`src/design/ddcu_pkg.sv`:
```
// Shared types, codes and helper functions for the differential drive command unit.
// No dependencies; used by ddcu_in_stage, ddcu_trim_mul, ddcu_core and the top level.
`timescale 1ns / 1ps
`default_nettype none

package ddcu_pkg;

  // Command codes
  localparam logic [2:0] OP_DRIVE   = 3'd0;
  localparam logic [2:0] OP_REAPPLY = 3'd1;
  localparam logic [2:0] OP_ADJUST  = 3'd2;
  localparam logic [2:0] OP_TURN    = 3'd3;
  localparam logic [2:0] OP_PIVOT   = 3'd4;
  localparam logic [2:0] OP_BRAKE   = 3'd5;
  localparam logic [2:0] OP_COAST   = 3'd6;

  // Wheel select codes
  localparam logic [1:0] SEL_LEFT  = 2'd0;
  localparam logic [1:0] SEL_RIGHT = 2'd1;
  localparam logic [1:0] SEL_BOTH  = 2'd2;

  // Bridge modes
  localparam logic [1:0] MODE_COAST = 2'd0;
  localparam logic [1:0] MODE_FWD   = 2'd1;
  localparam logic [1:0] MODE_REV   = 2'd2;
  localparam logic [1:0] MODE_BRAKE = 2'd3;

  localparam int DUTY_MAX   = 255;
  localparam int TURN_LIMIT = 100;

  // x / 100 as (x * DIV_RECIP) >> DIV_SHIFT, exact for x below 2^17
  localparam int          DIV_SHIFT = 24;
  localparam logic [17:0] DIV_RECIP = 18'd167773;
  localparam int          MAGK_W    = 27;
  localparam int          PROD_W    = MAGK_W + 8;
  localparam int          QUOT_W    = PROD_W - DIV_SHIFT;

  typedef struct packed {
    logic [1:0] mode;
    logic [7:0] duty;
  } bridge_t;

  typedef struct packed {
    logic [2:0]        opcode;
    logic [1:0]        wheel_select;
    logic signed [9:0] value;
    logic [MAGK_W-1:0] mag_k;   // scaled |value| or |value/2|
  } cmd_reg_t;

  function automatic logic signed [8:0] sat_speed(input logic signed [9:0] v);
    logic signed [8:0] r;
    if (v > 10'(DUTY_MAX)) begin
      r = 9'(DUTY_MAX);
    end else if (v < -10'(DUTY_MAX)) begin
      r = -9'(DUTY_MAX);
    end else begin
      r = v[8:0];
    end
    return r;
  endfunction

  // Effective speed = set speed + trim, clamped; zero reads as reverse.
  function automatic bridge_t apply_wheel(input logic signed [8:0]  speed,
                                          input logic signed [11:0] trim);
    logic signed [12:0] eff;
    logic signed [12:0] clamped;
    logic signed [12:0] neg;
    bridge_t            b;
    eff = 13'(speed) + 13'(trim);
    if (eff > 13'(DUTY_MAX)) begin
      clamped = 13'(DUTY_MAX);
    end else if (eff < -13'(DUTY_MAX)) begin
      clamped = -13'(DUTY_MAX);
    end else begin
      clamped = eff;
    end
    neg = -clamped;
    if (clamped > 13'sd0) begin
      b.mode = MODE_FWD;
      b.duty = clamped[7:0];
    end else begin
      b.mode = MODE_REV;
      b.duty = neg[7:0];
    end
    return b;
  endfunction

endpackage

`default_nettype wire

```
`src/design/ddcu_cmd_if.sv`:
```
// Command channel: valid/ready handshake plus one command item.
// No dependencies.
`timescale 1ns / 1ps
`default_nettype none

interface ddcu_cmd_if;
  logic              valid;
  logic              ready;
  logic [2:0]        opcode;
  logic [1:0]        wheel_select;
  logic signed [9:0] value;

  modport source (output valid, output opcode, output wheel_select, output value,
                  input ready);
  modport sink   (input valid, input opcode, input wheel_select, input value,
                  output ready);
endinterface

`default_nettype wire

```
`src/design/ddcu_res_if.sv`:
```
// Result channel: valid/ready handshake plus one bridge report item.
// No dependencies.
`timescale 1ns / 1ps
`default_nettype none

interface ddcu_res_if;
  logic              valid;
  logic              ready;
  logic [1:0]        left_mode;
  logic [7:0]        left_duty;
  logic [1:0]        right_mode;
  logic [7:0]        right_duty;
  logic signed [8:0] left_set_speed;
  logic signed [8:0] right_set_speed;
  logic signed [8:0] mean_set_speed;
  logic              status;

  modport source (output valid, output left_mode, output left_duty, output right_mode,
                  output right_duty, output left_set_speed, output right_set_speed,
                  output mean_set_speed, output status, input ready);
  modport sink   (input valid, input left_mode, input left_duty, input right_mode,
                  input right_duty, input left_set_speed, input right_set_speed,
                  input mean_set_speed, input status, output ready);
endinterface

`default_nettype wire

```
`src/design/ddcu_in_stage.sv`:
```
// Input register: captures a command item and the reciprocal-scaled magnitude.
// Depends on ddcu_pkg and ddcu_cmd_if.
`timescale 1ns / 1ps
`default_nettype none

module ddcu_in_stage (
  input  wire logic              clk,
  input  wire logic              rst,
  ddcu_cmd_if.sink               cmd,
  input  wire logic              advance,
  output logic                   valid,
  output ddcu_pkg::cmd_reg_t     data
);

  logic [9:0]                  vmag;
  logic [9:0]                  mag_sel;
  logic [ddcu_pkg::MAGK_W-1:0] mag_k;

  // |value|; -512 fits as unsigned 512
  assign vmag    = cmd.value[9] ? 10'(-cmd.value) : 10'(cmd.value);
  // turn uses value/2 truncated toward zero
  assign mag_sel = (cmd.opcode == ddcu_pkg::OP_TURN) ? {1'b0, vmag[9:1]} : vmag;
  assign mag_k   = ddcu_pkg::MAGK_W'(28'(mag_sel) * 28'(ddcu_pkg::DIV_RECIP));

  assign cmd.ready = !valid || advance;

  always_ff @(posedge clk) begin
    if (rst) begin
      valid <= 1'b0;
    end else if (cmd.ready) begin
      valid <= cmd.valid;
    end
  end

  always_ff @(posedge clk) begin
    if (cmd.valid && cmd.ready) begin
      data.opcode       <= cmd.opcode;
      data.wheel_select <= cmd.wheel_select;
      data.value        <= cmd.value;
      data.mag_k        <= mag_k;
    end
  end

endmodule

`default_nettype wire

```
`src/design/ddcu_trim_mul.sv`:
```
// Trim for one wheel: trunc(speed * factor / 100) from a pre-scaled factor magnitude.
// Depends on ddcu_pkg.
`timescale 1ns / 1ps
`default_nettype none

module ddcu_trim_mul (
  input  wire logic signed [8:0]                  speed,
  input  wire logic        [ddcu_pkg::MAGK_W-1:0] mag_k,
  input  wire logic                               factor_neg,
  output logic signed [11:0]                      trim
);

  logic [7:0]                  spd_mag;
  logic [ddcu_pkg::PROD_W-1:0] prod;
  logic [ddcu_pkg::QUOT_W-1:0] quot;

  assign spd_mag = speed[8] ? 8'(-speed) : speed[7:0];
  assign prod    = ddcu_pkg::PROD_W'(spd_mag) * ddcu_pkg::PROD_W'(mag_k);
  assign quot    = prod[ddcu_pkg::PROD_W-1:ddcu_pkg::DIV_SHIFT];
  // magnitude is zero whenever either sign is meaningless, so a plain xor suffices
  assign trim    = (speed[8] ^ factor_neg) ? -12'(quot) : 12'(quot);

endmodule

`default_nettype wire

```
`src/design/ddcu_core.sv`:
```
// Wheel state (set speeds, trims, bridges), command decode and result register.
// Depends on ddcu_pkg and ddcu_res_if.
`timescale 1ns / 1ps
`default_nettype none

module ddcu_core (
  input  wire logic               clk,
  input  wire logic               rst,
  input  wire logic               in_valid,
  input  wire ddcu_pkg::cmd_reg_t cmd,
  input  wire logic signed [11:0] left_trim_calc,
  input  wire logic signed [11:0] right_trim_calc,
  output logic                    advance,
  output logic                    left_factor_neg,
  output logic signed [8:0]       left_speed,
  output logic signed [8:0]       right_speed,
  ddcu_res_if.source              res
);

  logic signed [11:0] left_trim;
  logic signed [11:0] right_trim;
  ddcu_pkg::bridge_t  left_bridge;
  ddcu_pkg::bridge_t  right_bridge;

  logic signed [8:0]  left_speed_next;
  logic signed [8:0]  right_speed_next;
  logic signed [11:0] left_trim_next;
  logic signed [11:0] right_trim_next;
  ddcu_pkg::bridge_t  left_bridge_next;
  ddcu_pkg::bridge_t  right_bridge_next;
  logic               status_next;
  logic signed [9:0]  sum;

  logic               do_left;
  logic               do_right;
  logic [9:0]         vmag;
  logic signed [8:0]  speed_sat;
  logic [7:0]         pivot_duty;
  logic               turn_reject;

  assign advance = in_valid && (!res.valid || res.ready);

  // left trim factor is -adj on a turn
  assign left_factor_neg = (cmd.opcode == ddcu_pkg::OP_TURN) ? !cmd.value[9] : cmd.value[9];

  assign do_left  = (cmd.wheel_select == ddcu_pkg::SEL_LEFT)
                 || (cmd.wheel_select == ddcu_pkg::SEL_BOTH);
  assign do_right = (cmd.wheel_select == ddcu_pkg::SEL_RIGHT)
                 || (cmd.wheel_select == ddcu_pkg::SEL_BOTH);
  assign vmag        = cmd.value[9] ? 10'(-cmd.value) : 10'(cmd.value);
  assign speed_sat   = ddcu_pkg::sat_speed(cmd.value);
  assign pivot_duty  = (vmag > 10'(ddcu_pkg::DUTY_MAX)) ? 8'(ddcu_pkg::DUTY_MAX) : vmag[7:0];
  assign turn_reject = vmag[9:1] > 9'(ddcu_pkg::TURN_LIMIT);

  always_comb begin
    left_speed_next   = left_speed;
    right_speed_next  = right_speed;
    left_trim_next    = left_trim;
    right_trim_next   = right_trim;
    left_bridge_next  = left_bridge;
    right_bridge_next = right_bridge;
    status_next       = 1'b0;
    case (cmd.opcode)
      ddcu_pkg::OP_DRIVE: begin
        if (do_left) begin
          left_speed_next  = speed_sat;
          left_bridge_next = ddcu_pkg::apply_wheel(speed_sat, left_trim);
        end
        if (do_right) begin
          right_speed_next  = speed_sat;
          right_bridge_next = ddcu_pkg::apply_wheel(speed_sat, right_trim);
        end
      end
      ddcu_pkg::OP_REAPPLY: begin
        if (do_left) begin
          left_bridge_next = ddcu_pkg::apply_wheel(left_speed, left_trim);
        end
        if (do_right) begin
          right_bridge_next = ddcu_pkg::apply_wheel(right_speed, right_trim);
        end
      end
      ddcu_pkg::OP_ADJUST: begin
        if (do_left) begin
          left_trim_next   = left_trim_calc;
          left_bridge_next = ddcu_pkg::apply_wheel(left_speed, left_trim_calc);
        end
        if (do_right) begin
          right_trim_next   = right_trim_calc;
          right_bridge_next = ddcu_pkg::apply_wheel(right_speed, right_trim_calc);
        end
      end
      ddcu_pkg::OP_TURN: begin
        if (turn_reject) begin
          status_next = 1'b1;
        end else begin
          left_trim_next    = left_trim_calc;
          right_trim_next   = right_trim_calc;
          left_bridge_next  = ddcu_pkg::apply_wheel(left_speed, left_trim_calc);
          right_bridge_next = ddcu_pkg::apply_wheel(right_speed, right_trim_calc);
        end
      end
      ddcu_pkg::OP_PIVOT: begin
        left_bridge_next.mode  = cmd.value[9] ? ddcu_pkg::MODE_FWD : ddcu_pkg::MODE_REV;
        right_bridge_next.mode = cmd.value[9] ? ddcu_pkg::MODE_REV : ddcu_pkg::MODE_FWD;
        left_bridge_next.duty  = pivot_duty;
        right_bridge_next.duty = pivot_duty;
      end
      ddcu_pkg::OP_BRAKE: begin
        if (do_left) begin
          left_bridge_next = '{mode: ddcu_pkg::MODE_BRAKE, duty: 8'd0};
        end
        if (do_right) begin
          right_bridge_next = '{mode: ddcu_pkg::MODE_BRAKE, duty: 8'd0};
        end
      end
      ddcu_pkg::OP_COAST: begin
        if (do_left) begin
          left_bridge_next = '{mode: ddcu_pkg::MODE_COAST, duty: 8'd0};
        end
        if (do_right) begin
          right_bridge_next = '{mode: ddcu_pkg::MODE_COAST, duty: 8'd0};
        end
      end
      default: begin
      end
    endcase
  end

  assign sum = 10'(left_speed_next) + 10'(right_speed_next);

  always_ff @(posedge clk) begin
    if (rst) begin
      left_speed   <= '0;
      right_speed  <= '0;
      left_trim    <= '0;
      right_trim   <= '0;
      left_bridge  <= '{mode: ddcu_pkg::MODE_COAST, duty: 8'd0};
      right_bridge <= '{mode: ddcu_pkg::MODE_COAST, duty: 8'd0};
      res.valid    <= 1'b0;
    end else if (advance) begin
      left_speed   <= left_speed_next;
      right_speed  <= right_speed_next;
      left_trim    <= left_trim_next;
      right_trim   <= right_trim_next;
      left_bridge  <= left_bridge_next;
      right_bridge <= right_bridge_next;
      res.valid    <= 1'b1;
    end else if (res.ready) begin
      res.valid <= 1'b0;
    end
  end

  always_ff @(posedge clk) begin
    if (advance) begin
      res.left_mode       <= left_bridge_next.mode;
      res.left_duty       <= left_bridge_next.duty;
      res.right_mode      <= right_bridge_next.mode;
      res.right_duty      <= right_bridge_next.duty;
      res.left_set_speed  <= left_speed_next;
      res.right_set_speed <= right_speed_next;
      res.mean_set_speed  <= sum[9:1];
      res.status          <= status_next;
    end
  end

endmodule

`default_nettype wire

```
`src/design/differential_drive_command_unit.sv`:
```
// Differential drive command unit: one motor command in, one two-bridge report out.
// The accepted command is held in the input register, then the result register loads it
// once that register is empty or read at the same edge, and the report is offered from
// there. Throughput: one item per cycle while the result register is empty or read then.
// Reset (rst, synchronous): set speeds and trims zero, both bridges coast, duty zero,
// both channels empty.
`timescale 1ns / 1ps
`default_nettype none

module differential_drive_command_unit (
  input  wire logic  clk,
  input  wire logic  rst,
  ddcu_cmd_if.sink   cmd,
  ddcu_res_if.source res
);

  // Input stage -> core handoff
  logic               in_valid;
  ddcu_pkg::cmd_reg_t in_data;
  logic               advance;

  // Stored set speeds feed the trim multipliers; the core commits the results.
  logic signed [8:0]  left_speed;
  logic signed [8:0]  right_speed;
  logic signed [11:0] left_trim_calc;
  logic signed [11:0] right_trim_calc;
  logic               left_factor_neg;

  // Registers the command and precomputes |value| (or |value/2| on a turn)
  // times the reciprocal of 100, so only one multiply remains per wheel.
  ddcu_in_stage u_in_stage (
    .clk     (clk),
    .rst     (rst),
    .cmd     (cmd),
    .advance (advance),
    .valid   (in_valid),
    .data    (in_data)
  );

  // Left wheel: factor is the percent on adjust, -adj on a turn.
  ddcu_trim_mul u_trim_left (
    .speed      (left_speed),
    .mag_k      (in_data.mag_k),
    .factor_neg (left_factor_neg),
    .trim       (left_trim_calc)
  );

  // Right wheel: factor is the percent on adjust, +adj on a turn.
  ddcu_trim_mul u_trim_right (
    .speed      (right_speed),
    .mag_k      (in_data.mag_k),
    .factor_neg (in_data.value[9]),
    .trim       (right_trim_calc)
  );

  // Decode, wheel state update and result register. The result register
  // parts the two sides: a new command moves in while a result waits only
  // if that result is taken in the same cycle.
  ddcu_core u_core (
    .clk             (clk),
    .rst             (rst),
    .in_valid        (in_valid),
    .cmd             (in_data),
    .left_trim_calc  (left_trim_calc),
    .right_trim_calc (right_trim_calc),
    .advance         (advance),
    .left_factor_neg (left_factor_neg),
    .left_speed      (left_speed),
    .right_speed     (right_speed),
    .res             (res)
  );

endmodule

`default_nettype wire
```
`src/flat_wrapper.sv`:
```
// flat-port wrapper written by rule: the top's interface ports become plain ports
module differential_drive_command_unit_flat 
  (clk, rst, cmd_valid, cmd_opcode, cmd_wheel_select, cmd_value, cmd_ready, res_valid, res_left_mode, res_left_duty, res_right_mode, res_right_duty, res_left_set_speed, res_right_set_speed, res_mean_set_speed, res_status, res_ready);
  ddcu_cmd_if cmd_i ();
  ddcu_res_if res_i ();
  input  wire logic clk;
  input  wire logic rst;
  input wire logic [$bits(cmd_i.valid)-1:0] cmd_valid;
  input wire logic [$bits(cmd_i.opcode)-1:0] cmd_opcode;
  input wire logic [$bits(cmd_i.wheel_select)-1:0] cmd_wheel_select;
  input wire logic [$bits(cmd_i.value)-1:0] cmd_value;
  output wire logic [$bits(cmd_i.ready)-1:0] cmd_ready;
  output wire logic [$bits(res_i.valid)-1:0] res_valid;
  output wire logic [$bits(res_i.left_mode)-1:0] res_left_mode;
  output wire logic [$bits(res_i.left_duty)-1:0] res_left_duty;
  output wire logic [$bits(res_i.right_mode)-1:0] res_right_mode;
  output wire logic [$bits(res_i.right_duty)-1:0] res_right_duty;
  output wire logic [$bits(res_i.left_set_speed)-1:0] res_left_set_speed;
  output wire logic [$bits(res_i.right_set_speed)-1:0] res_right_set_speed;
  output wire logic [$bits(res_i.mean_set_speed)-1:0] res_mean_set_speed;
  output wire logic [$bits(res_i.status)-1:0] res_status;
  input wire logic [$bits(res_i.ready)-1:0] res_ready;
  assign cmd_i.valid = cmd_valid;
  assign cmd_i.opcode = cmd_opcode;
  assign cmd_i.wheel_select = cmd_wheel_select;
  assign cmd_i.value = cmd_value;
  assign cmd_ready = cmd_i.ready;
  assign res_valid = res_i.valid;
  assign res_left_mode = res_i.left_mode;
  assign res_left_duty = res_i.left_duty;
  assign res_right_mode = res_i.right_mode;
  assign res_right_duty = res_i.right_duty;
  assign res_left_set_speed = res_i.left_set_speed;
  assign res_right_set_speed = res_i.right_set_speed;
  assign res_mean_set_speed = res_i.mean_set_speed;
  assign res_status = res_i.status;
  assign res_i.ready = res_ready;
  differential_drive_command_unit u_core (.clk(clk), .rst(rst), .cmd(cmd_i), .res(res_i));
endmodule
```
`config.mk`:
```
export PLATFORM = sky130hd
export DESIGN_NAME = differential_drive_command_unit_flat
export DESIGN_NICKNAME = d
export VERILOG_FILES = /design/src/design/ddcu_pkg.sv /design/src/design/ddcu_cmd_if.sv /design/src/design/ddcu_res_if.sv /design/src/design/ddcu_in_stage.sv /design/src/design/ddcu_trim_mul.sv /design/src/design/ddcu_core.sv /design/src/design/differential_drive_command_unit.sv /design/src/flat_wrapper.sv
export SDC_FILE = /design/constraint.sdc
export NUM_CORES = 2
export LEC_CHECK = 0
export CORE_MARGIN = 3
export CORE_UTILIZATION = 53
export DETAILED_ROUTE_END_ITERATION = 10
export DONT_BUFFER_PORTS = 1
export GPL_TIMING_DRIVEN = 0
export HOLD_SLACK_MARGIN = 0.05
export PLACE_DENSITY = 0.68
export SLEW_MARGIN = 20
export SYNTH_ARGS = -nofsm -noshare
export SYNTH_HDL_FRONTEND = slang
export SYNTH_HIERARCHICAL = 1
export SYNTH_SLANG_ARGS = --single-unit
```
`constraint.sdc`:
```
create_clock -name clk -period 21.2 [get_ports clk]
set_clock_uncertainty 0.1 [all_clocks]
set_input_delay 2.12 -clock clk [delete_from_list [all_inputs] [get_ports clk]]
set_output_delay 2.12 -clock clk [all_outputs]
set_load 0.005 [all_outputs]
```
==> metrics.log <==
INFO  metric drtPass1Iterations = 6
INFO  metric area_growth = 5.28%
INFO  metric post-place-cells = 4414
INFO  metric r2r_slack = 6110 ps
INFO  metric setup_tns = 0 ps
INFO  metric groute.usage.overall = 0.301
INFO  metric postSynthNetCount = 4319
INFO  metric cts_sinks = 154
INFO  metric via_count = 26.9k
INFO  metric floorplan.core_area = 0.0569 mm2
INFO  metric clk_transition_reported_paths = 80 ps
INFO  metric critPathLaunchType = register
INFO  metric clock_tree.buffer_depth = 2
INFO  metric ctsRootBufferMaster = clkbuf_16
INFO  metric placement.setup.worst_slack = 6500 ps
INFO  metric grt_first_pass_wirelength = 144000 um
INFO  metric finalCoreUtilization = 0.570
INFO  metric filler_cells_inserted = 5317
INFO  metric grt_start_max_net_pins = 56
INFO  metric timing.final.max_slew_violations = 0
INFO  metric antennaDiodeCount = 0
INFO  metric powerDensity = 120 mW/mm2
INFO  metric synth.cell_area = 0.0308 mm2
INFO  metric synth_cell_type_count = 112
INFO  metric rows = 87
INFO  metric chipHeight = 247 um
INFO  metric synth-main-ff-cell = edfxtp_1
INFO  metric period_needed = 15090 ps
INFO  metric max_cap_violations = 0
INFO  metric worst-path-max-fanout = 10
INFO  metric postSynthCellCount = 3656
INFO  metric post-synth-top-area-fraction = 0.233
INFO  metric clock_latency = 480 ps
INFO  metric antenna_found_initial = 1
INFO  metric initial_core_util = 0.541
INFO  metric timing.slew.headroom = 0.215
INFO  metric run_status = finished, final reports clean
INFO  metric power = 3.91 mW
INFO  metric post-synth-top-area-cell = fa_1
INFO  metric cp_slowest_stage_delay = 830 ps
INFO  metric syn-mean-instance-area = 8.43 um2
INFO  metric ys_ff_latch = 154
INFO  metric cts_resized = 0
INFO  metric proportion_of_layout_cells_with_a_drive_suffix_above_1 = 0.0352
INFO  metric gr-total-overflow = 0
INFO  metric hp-start = u_core/u_in_stage/valid
INFO  metric launching_instance_or_port_of_the_critical_path = u_core/u_core/left_speed[0]
INFO  metric rsz0062_at_grt = false
INFO  metric final_hold_viol_count = 0
INFO  metric fmaxAchievable = 0.0663 GHz
INFO  metric timing.critical_path.to_type = register
INFO  metric timing.critical_path.required = 21310 ps
INFO  metric globalplace.congestion = 0.991
INFO  metric io_pins = 69
INFO  metric drt-total-wl = 90500 um
INFO  metric critPathMostFrequentCell = ha_1
INFO  metric clock_tree_from_tritoncts = built
INFO  metric post_synth_main_area_contributors = fa_1 23%, ha_1 12%, edfxtp_1 8.8%
INFO  metric share_of_synthesized_flip_flops_with_an_asynchronous_set_or_reset = 0
INFO  metric cts_setup_buffers = 0
INFO  metric number_of_enable_type_register_cells_in_the_synthesized_netlist = 90
INFO  metric cts_hold_repair.buffers = 0
INFO  metric vias_per_cell = 6.04
INFO  metric drc = 0
INFO  metric post_route_clock_period_utilization = 0.712
INFO  metric number_of_buffers_created_by_cts = 17
INFO  metric first_global_vias = 25.8k
INFO  metric max-vdd-ir-drop = 0.135 mV
INFO  metric detail-route-antenna-nets = 0
INFO  metric power_leakage = 14.9 nW
INFO  metric initialDrtViolationCount = 2313
INFO  metric average_wire_length_per_cell_after_detail_routing = 20.4 um
INFO  metric setup_slack = 6110 ps
INFO  metric yosys_warnings = 6
INFO  metric nets = 4340
INFO  metric cpMaxStageDelayCell = a2111oi_0
INFO  metric timing_worst_setup_path_type = register to register
INFO  metric worst_r2r_startpoint = u_core/u_core/left_speed[0]
INFO  metric hpwl = 73000 um
INFO  metric worst_pin_slew = 1170 ps
INFO  metric layout_cells_excl_fill = 4446
INFO  metric finalSetupViolCount = 0
INFO  metric final-seq-area = 0.00398 mm2
INFO  metric critical_path_arrival = 15200 ps
INFO  metric multi_input_area = 0.0246 mm2
INFO  metric timing.hold.worst.class = register to register
INFO  metric io_buffer_count = 0
INFO  metric synth_seq_area_share = 0.129
INFO  metric die_width = 247 um
INFO  metric floorplan.die_area = 0.0610 mm2
INFO  metric cts-htree-levels = 4
## layout make-up
type                    count  share of cell area
plain buffers             123              0.0160
clock buffers              18              0.0135
clock inverters            14             0.00486
inverters                 472              0.0546
multi-input cells        2907               0.758
flip-flops and latches    154               0.123
well taps                 756              0.0292
repair buffers              2             0.00147
## cells in the mapped netlist (all sizes together) (25+ instances only)
| cell | number |
|---|---|
| a211oi | 40 |
| a21o | 53 |
| a21oi | 193 |
| a31oi | 31 |
| and2 | 250 |
| clkbuf | 103 |
| dfxtp | 64 |
| edfxtp | 90 |
| fa | 359 |
| ha | 285 |
| inv | 471 |
| mux2i | 36 |
| nand2 | 361 |
| nand2b | 40 |
| nand3 | 40 |
| nand4 | 25 |
| nor2 | 241 |
| nor2b | 78 |
| nor3 | 71 |
| o211ai | 36 |
| o21a | 36 |
| o21ai | 164 |
| or3 | 29 |
| xnor2 | 94 |
| xor2 | 42 |
## through the flow
step                cell area, um2  hold WS (ps)
floorplan                    30800           339
global placement             31700           349
detailed placement           31800           359
CTS                          32400           370
global route                 32400           404
finish                       32400           369
## critical path: cells and delay by family (launching register included)
family / cells / cell delay, ps
flip-flops: 1 / 650
XOR/XNOR: 2 / 1100
multiplexers: 1 / 390
AND/OR/NAND/NOR: 8 / 1570
AO/OA/AOI/OAI: 14 / 4380
adder cells (fa/ha/maj): 10 / 3860
buffers and inverters: 10 / 2740
## layout by cell type, fill, tap and decap left out, types with 42 or more instances in the layout
| cell | instances |
|---|---|
| nor3_1 | 68 |
| xnor2_1 | 90 |
| nor2_1 | 240 |
| o21ai_0 | 147 |
| inv_1 | 471 |
| a21oi_1 | 193 |
| nor2b_1 | 78 |
| fa_1 | 359 |
| xor2_1 | 42 |
| nand2_1 | 361 |
| a21o_1 | 53 |
| ha_1 | 285 |
| and2_1 | 249 |
| edfxtp_1 | 90 |
| clkbuf_1 | 102 |
| dfxtp_1 | 64 |
## power breakdown
part	internal, mW	switching (mW)	total (mW)	leakage, nW
registers	0.433	0.153	0.586	1.39
logic	1.21	1.79	3.01	13.2
clock network	0.169	0.144	0.313	0.292
## worst paths after layout
kind                            cells past startpoint                             end
worst max-delay path                               45  u_core/u_core/res.left_duty[1]
worst min-delay path                                2         u_core/u_core/res.valid
worst max register to register                     45  u_core/u_core/res.left_duty[1]
worst min register to register                      2         u_core/u_core/res.valid
## state kept, by name, summed over array words and instances (netlist names), 8 cells and up
| register | count |
|---|---|
| u_core/u_core/res.left_duty | 8 |
| u_core/u_core/right_speed | 9 |
| u_core/u_core/res.right_set_speed | 9 |
| u_core/u_core/right_bridge | 10 |
| u_core/u_core/res.mean_set_speed | 9 |
| u_core/u_core/left_bridge | 10 |
| u_core/u_core/res.right_duty | 8 |
| u_core/u_core/left_trim | 12 |
| u_core/u_core/right_trim | 12 |
| u_core/u_in_stage/data | 42 |
| u_core/u_core/res.left_set_speed | 9 |
| u_core/u_core/left_speed | 9 |
## kinds of logic (layout without fill, tap and decap cells)
family,count (synthesis),in the layout,synth area share
simple gates,1273,1273,0.213
compound gates,805,805,0.179
fa+ha+maj,651,651,0.351
buf+inv,595,629,0.0742
flops,154,154,0.129
xor+xnor,136,136,0.0389
mux,42,42,0.0141
## per-layer routing
layer  GRT usage  vias to the layer above  wire length, um
met3      0.0558                      166             7410
met4      0.0846                        2             2450
met5           0                        -               11
met1       0.431                    13117            40500
met2       0.466                     1020            40200
li1            -                    12563                -
No activity file was read; power rests on OpenSTA's default activity.
